==> config.mk <==
export PLATFORM = sky130hd
export DESIGN_NAME = sle_ctrl
export DESIGN_NICKNAME = d
export VERILOG_FILES = /design/src/sv/sle_pkg.sv /design/src/sv/sle_ctrl.sv
export SDC_FILE = /design/constraint.sdc
export NUM_CORES = 1
export LEC_CHECK = 0
export BUFFER_PORTS_ARGS = -buffer_cell sky130_fd_sc_hd__buf_2
export CAP_MARGIN = 20
export CELL_PAD_IN_SITES_DETAIL_PLACEMENT = 0
export CELL_PAD_IN_SITES_GLOBAL_PLACEMENT = 2
export CORE_UTILIZATION = 20
export DETAILED_ROUTE_END_ITERATION = 6
export PLACE_DENSITY = 0.75
export RECOVER_POWER = 25
export SLEW_MARGIN = 20
export SYNTH_ARGS = -nofsm -noshare
export SYNTH_HDL_FRONTEND = slang
export SYNTH_SLANG_ARGS = --single-unit
==> constraint.sdc <==
create_clock -name clk -period 1.2 [get_ports clk]
set_input_delay 0.12 -clock clk [delete_from_list [all_inputs] [get_ports clk]]
set_output_delay 0.12 -clock clk [all_outputs]
set_load 0.01 [all_outputs]
==> src/sv/sle_pkg.sv <==
`timescale 1ns / 1ps
// ----------------------------------------------------------------------------
// sle_pkg: shared types and constants of the list engine
// Command and status codes, field widths, and the command and status groups
// that pass between the controller and the datapath.
// ----------------------------------------------------------------------------
package sle_pkg;

  localparam int DEF_CAPACITY = 128;
  localparam int CMD_W        = 3;
  localparam int POS_W        = 8;
  localparam int DATA_W       = 32;
  localparam int ST_W         = 2;

  typedef enum logic [CMD_W-1:0] {
    OP_CLEAR  = 3'd0,
    OP_APPEND = 3'd1,
    OP_INSERT = 3'd2,
    OP_DELETE = 3'd3,
    OP_LOCATE = 3'd4,
    OP_MAXEND = 3'd5,
    OP_READ   = 3'd6
  } opcode_t;

  typedef enum logic [ST_W-1:0] {
    ST_OK   = 2'd0,
    ST_BAD  = 2'd1,
    ST_FULL = 2'd2,
    ST_MISS = 2'd3
  } status_t;

  // Kind of walk the element mover performs.
  typedef enum logic [1:0] {
    MV_SCAN = 2'd0,
    MV_UP   = 2'd1,
    MV_DEL  = 2'd2,
    MV_MAX  = 2'd3
  } mv_kind_t;

  typedef struct packed {
    logic     cap;
    logic     clr_len;
    logic     inc_len;
    logic     dec_len;
    logic     wr_tail;
    logic     wr_pos;
    logic     wr_best;
    logic     cap_rd;
    logic     mv_start;
    mv_kind_t mv_kind;
    logic     set_status;
    status_t  status;
    logic     take_found;
    logic     take_best;
    logic     out_load;
  } dp_cmd_t;

  typedef struct packed {
    opcode_t op;
    logic    bad_ins;
    logic    bad_pos;
    logic    full;
    logic    empty;
    logic    busy;
    logic    out_free;
  } dp_sts_t;

endpackage

==> src/sv/sle_ctrl.sv <==
`timescale 1ns / 1ps
// ----------------------------------------------------------------------------
// sle_ctrl: command sequencer of the list engine
// Decodes each request, runs the mover phases it needs and hands the result
// to the output register.
// ----------------------------------------------------------------------------
module sle_ctrl (
  input  logic             clk,
  input  logic             rst_n,
  input  logic             in_valid,
  output logic             in_ready,
  input  sle_pkg::dp_sts_t sts,
  output sle_pkg::dp_cmd_t cmd
);

  typedef enum logic [2:0] {
    S_IDLE,
    S_DECODE,
    S_RD_CAP,
    S_SCAN_WAIT,
    S_SHIFT_WAIT,
    S_DONE
  } state_t;

  state_t state_r;
  state_t state_nxt;

  assign in_ready = (state_r == S_IDLE);

  always_comb begin
    cmd       = '0;
    state_nxt = state_r;
    unique case (state_r)
      S_IDLE: begin
        if (in_valid) begin
          cmd.cap   = 1'b1;
          state_nxt = S_DECODE;
        end
      end
      S_DECODE: begin
        state_nxt = S_DONE;
        unique case (sts.op)
          sle_pkg::OP_CLEAR: begin
            cmd.clr_len = 1'b1;
          end
          sle_pkg::OP_APPEND: begin
            if (sts.full) begin
              cmd.set_status = 1'b1;
              cmd.status     = sle_pkg::ST_FULL;
            end else begin
              cmd.wr_tail = 1'b1;
              cmd.inc_len = 1'b1;
            end
          end
          sle_pkg::OP_INSERT: begin
            if (sts.bad_ins) begin
              cmd.set_status = 1'b1;
              cmd.status     = sle_pkg::ST_BAD;
            end else if (sts.full) begin
              cmd.set_status = 1'b1;
              cmd.status     = sle_pkg::ST_FULL;
            end else begin
              cmd.mv_start = 1'b1;
              cmd.mv_kind  = sle_pkg::MV_UP;
              state_nxt    = S_SHIFT_WAIT;
            end
          end
          sle_pkg::OP_DELETE, sle_pkg::OP_READ: begin
            if (sts.bad_pos) begin
              cmd.set_status = 1'b1;
              cmd.status     = sle_pkg::ST_BAD;
            end else begin
              state_nxt  = S_RD_CAP;
            end
          end
          sle_pkg::OP_LOCATE: begin
            cmd.mv_start = 1'b1;
            cmd.mv_kind  = sle_pkg::MV_SCAN;
            state_nxt    = S_SCAN_WAIT;
          end
          sle_pkg::OP_MAXEND: begin
            if (sts.empty) begin
              cmd.set_status = 1'b1;
              cmd.status     = sle_pkg::ST_MISS;
            end else begin
              cmd.mv_start = 1'b1;
              cmd.mv_kind  = sle_pkg::MV_SCAN;
              state_nxt    = S_SCAN_WAIT;
            end
          end
          default: begin
          end
        endcase
      end
      S_RD_CAP: begin
        cmd.cap_rd = 1'b1;
        state_nxt  = S_DONE;
        if (sts.op == sle_pkg::OP_DELETE) begin
          cmd.mv_start = 1'b1;
          cmd.mv_kind  = sle_pkg::MV_DEL;
          state_nxt    = S_SHIFT_WAIT;
        end
      end
      S_SCAN_WAIT: begin
        if (!sts.busy) begin
          if (sts.op == sle_pkg::OP_LOCATE) begin
            cmd.take_found = 1'b1;
            state_nxt      = S_DONE;
          end else begin
            cmd.take_best = 1'b1;
            cmd.mv_start  = 1'b1;
            cmd.mv_kind   = sle_pkg::MV_MAX;
            state_nxt     = S_SHIFT_WAIT;
          end
        end
      end
      S_SHIFT_WAIT: begin
        if (!sts.busy) begin
          state_nxt = S_DONE;
          priority if (sts.op == sle_pkg::OP_INSERT) begin
            cmd.wr_pos  = 1'b1;
            cmd.inc_len = 1'b1;
          end else if (sts.op == sle_pkg::OP_DELETE) begin
            cmd.dec_len = 1'b1;
          end else begin
            cmd.wr_best = 1'b1;
          end
        end
      end
      S_DONE: begin
        if (sts.out_free) begin
          cmd.out_load = 1'b1;
          state_nxt    = S_IDLE;
        end
      end
      default: begin
        state_nxt = S_IDLE;
      end
    endcase
  end

  always_ff @(posedge clk) begin
    if (!rst_n) begin
      state_r <= S_IDLE;
    end else begin
      state_r <= state_nxt;
    end
  end

endmodule

==> run summary <==
Area growth from synthesis to layout = 88.3%
CTS Buf Count = 3
Count leader, synth = a21oi_1
Clock Path Buffers = 2
Maxcap violations = 0
Main area contributors after synthesis = dfxtp_1 9.2%, a21oi_1 8.4%, nand2b_1 6.7%, buf_2 6.1%, o21ai_0 5.4%
Total GRT Usage = 14.5%
Fin util = 40.0%
Synth Register Bits = 3
Largest Register = state_r
Core area = 0.00308 mm2
FMAX = 620 MHz
Hold_buf cts = 0
Number of vias per cell = 4.86
Post-synth top area share = 9.18%
Worst-margin pin slew = 0.361 ns
Top Family by Delay on Critical Path = simple AND/OR/NAND/NOR gates
Clock root buffer = clkbuf_4
Synthesized area per cell = 6.35 um2
DRC = 0
Clock Sinks = 3
Post-DP HPWL = 1.89 mm
Cell taking the most area after synthesis = dfxtp_1
Num rows = 20
# IOs = 30
YS warnings = 0
Global-route wire length before repair = 3.95 mm
Top_reg_cell synth = dfxtp_1
Power Density = 1030 mW/mm2
Fin nets = 172
Max IR drop VDD = 0.000478 V
Initial antenna violation count = 0
Vias = 987
Initial drt markers = 59
Failing checks = setup timing
Clock Skew = 0.00894 ns
Outcome = finished with violations
Worst skew pair latency = 0.25 ns
TritonCTS clock tree = built
Die H = 59.2 um
Required time worst endpoint = 1.08 ns
Tmin final = 1.61 ns
CP Cell Sequence = or3b_4 -> nor3_4 -> a22oi_2 -> nor2_2 -> buf_2
WL final = 2.66 mm
Layout cells sized above 1 = 55.3%
Port-buffer cells = 29
Startpoint Class = flip-flop
Rel. slew slack = 75.9%
Synth unique cells = 38
Max incr delay on CP = 0.47 ns
CP max stage cell = or3b_4
Post-layout power = 1280 uW
Clock slew at reported path FFs = 0.04 ns
Hold WC Path Type = in2reg
Final Hold Vio Count = 0
Sequential share of the synthesized area = 9.18%
Grt ovf = 0
Tcrit/Tclk final = 134%
Number of global-route vias before repair = 902
Fin worst setup slack = -0.412 ns
TritonRoute pass-1 iters = 4
FILL cells = 343
Worst-path maximum fanout = 6
Kind of critical path = reg2out
Antenna viol nets, final = 0
Worst Path Buf+Inv = 1
CP endpoint kind = primary output
Max reg flops = 3
Initial core utilization = 21.3%
Die W = 59.2 um
Number of synthesized flops with an enable pin = 0
RSZ-0062 raised after global routing = true
Area of the die = 0.00350 mm2
Largest registers = state_r (3)
Crit path DAT = 1.49 ns
Wire per inst = 13.1 um
Commonest cells in the netlist = 11 x a21oi_1, 8 x buf_2, 8 x nand2_1, 8 x nor2_1
Setup violators final = 20
Diodes inserted = 0
Ys async rst share = 0%
Cells after Synth = 103
Largest net degree at the start of global routing = 13
Lkg Pwr = 0.000551 uW
Net count after synthesis = 115
Final Max Slew Viols = 0
Cell area after synthesis = 654 um2
# H-tree levels = 1
Routability Congestion = 0.815
-- metal layers --
layer	track usage (%)	vias up	share of wire, %
li1	-	493	-
met5	0	-	0
met4	5.10	0	0.79
met2	24.4	31	50
met3	0.655	2	3.9
met1	19.6	461	45
-- per-stage QoR --
step                      hold WS (ns)  setup WS (ns)  TNS, ns  std cells  area [um2]
after global placement           0.410         -0.187    -1.56        195        1050
after CTS                        0.145         -0.396    -4.99        201        1150
after global routing             0.165         -0.465    -6.06        203        1230
final                            0.161         -0.412    -5.09        203        1230
after detailed placement         0.402         -0.244    -1.73        195        1050
after floorplan                  0.250         -0.132   -0.612        103         697
-- path summary, 6_finish.rpt --
path,startpoint,to,slack [ns],depth (start not counted)
setup / recovery,state_r[2],cmd[14],-0.41,5
hold reg to reg,state_r[2],state_r[2],0.68,3
setup reg to reg,state_r[0],state_r[0],-0.13,5
hold / removal,rst_n,state_r[1],0.16,3
-- worst reg2reg max path: cells and delay by family, from the launching register on --
| family | cells | cell delay (ns) |
|---|---|---|
| AOI/OAI and AO/OA | 3 | 0.66 |
| buffers and inverters | 2 | 0.28 |
| DFF | 1 | 0.31 |
-- kinds of logic (layout without fill, tap and decap cells) --
group,after synthesis,count (layout),share of synthesized area [%]
AOI/OAI and AO/OA,36,36,35.0
DFF,3,3,9.18
buffers and inverters,15,71,11.3
muxes,2,2,3.06
and+or+nand+nor,47,47,41.5
-- repair_timing --
action,in CTS,in global routing
resized for setup,16,13
setup endpoints to repair,20,20
buffers inserted,3,3
pin swaps,7,8
-- power by group --
part / total (uW) / leakage [uW] / internal, uW / switching [uW]
Sequential: 156 / 0.0000261 / 133 / 23.2
Clock: 190 / 0.0000150 / 125 / 64.5
Combinational: 929 / 0.000510 / 451 / 478
Total: 1280 / 0.000551 / 710 / 566
-- placed cells by master, fill, tap and decap left out, types with 2 or more instances in the layout --
master,n
a21oi_1,10
o21ai_0,6
nor2_1,7
buf_6,7
nor3_2,3
nand3b_1,3
nor2b_1,2
nand2_1,8
a31oi_1,4
mux2i_1,2
clkbuf_4,3
nor4_4,3
dfxtp_2,2
inv_1,3
nor2_2,2
nand4b_1,2
buf_2,27
o21bai_1,3
buf_4,29
nand2b_1,7
nor3_4,3
-- layout make-up --
cell class / instances / area (um2) / share of cell area, %
multi-input cells: 85 / 638 / 51.8
repair buffers: 63 / 432 / 35.0
flip-flops and latches: 3 / 66.3 / 5.38
well taps: 44 / 55.1 / 4.47
clock buffers: 4 / 26.3 / 2.13
inverters: 4 / 15.0 / 1.22
Note: power is estimated with default switching activity, not from simulation.
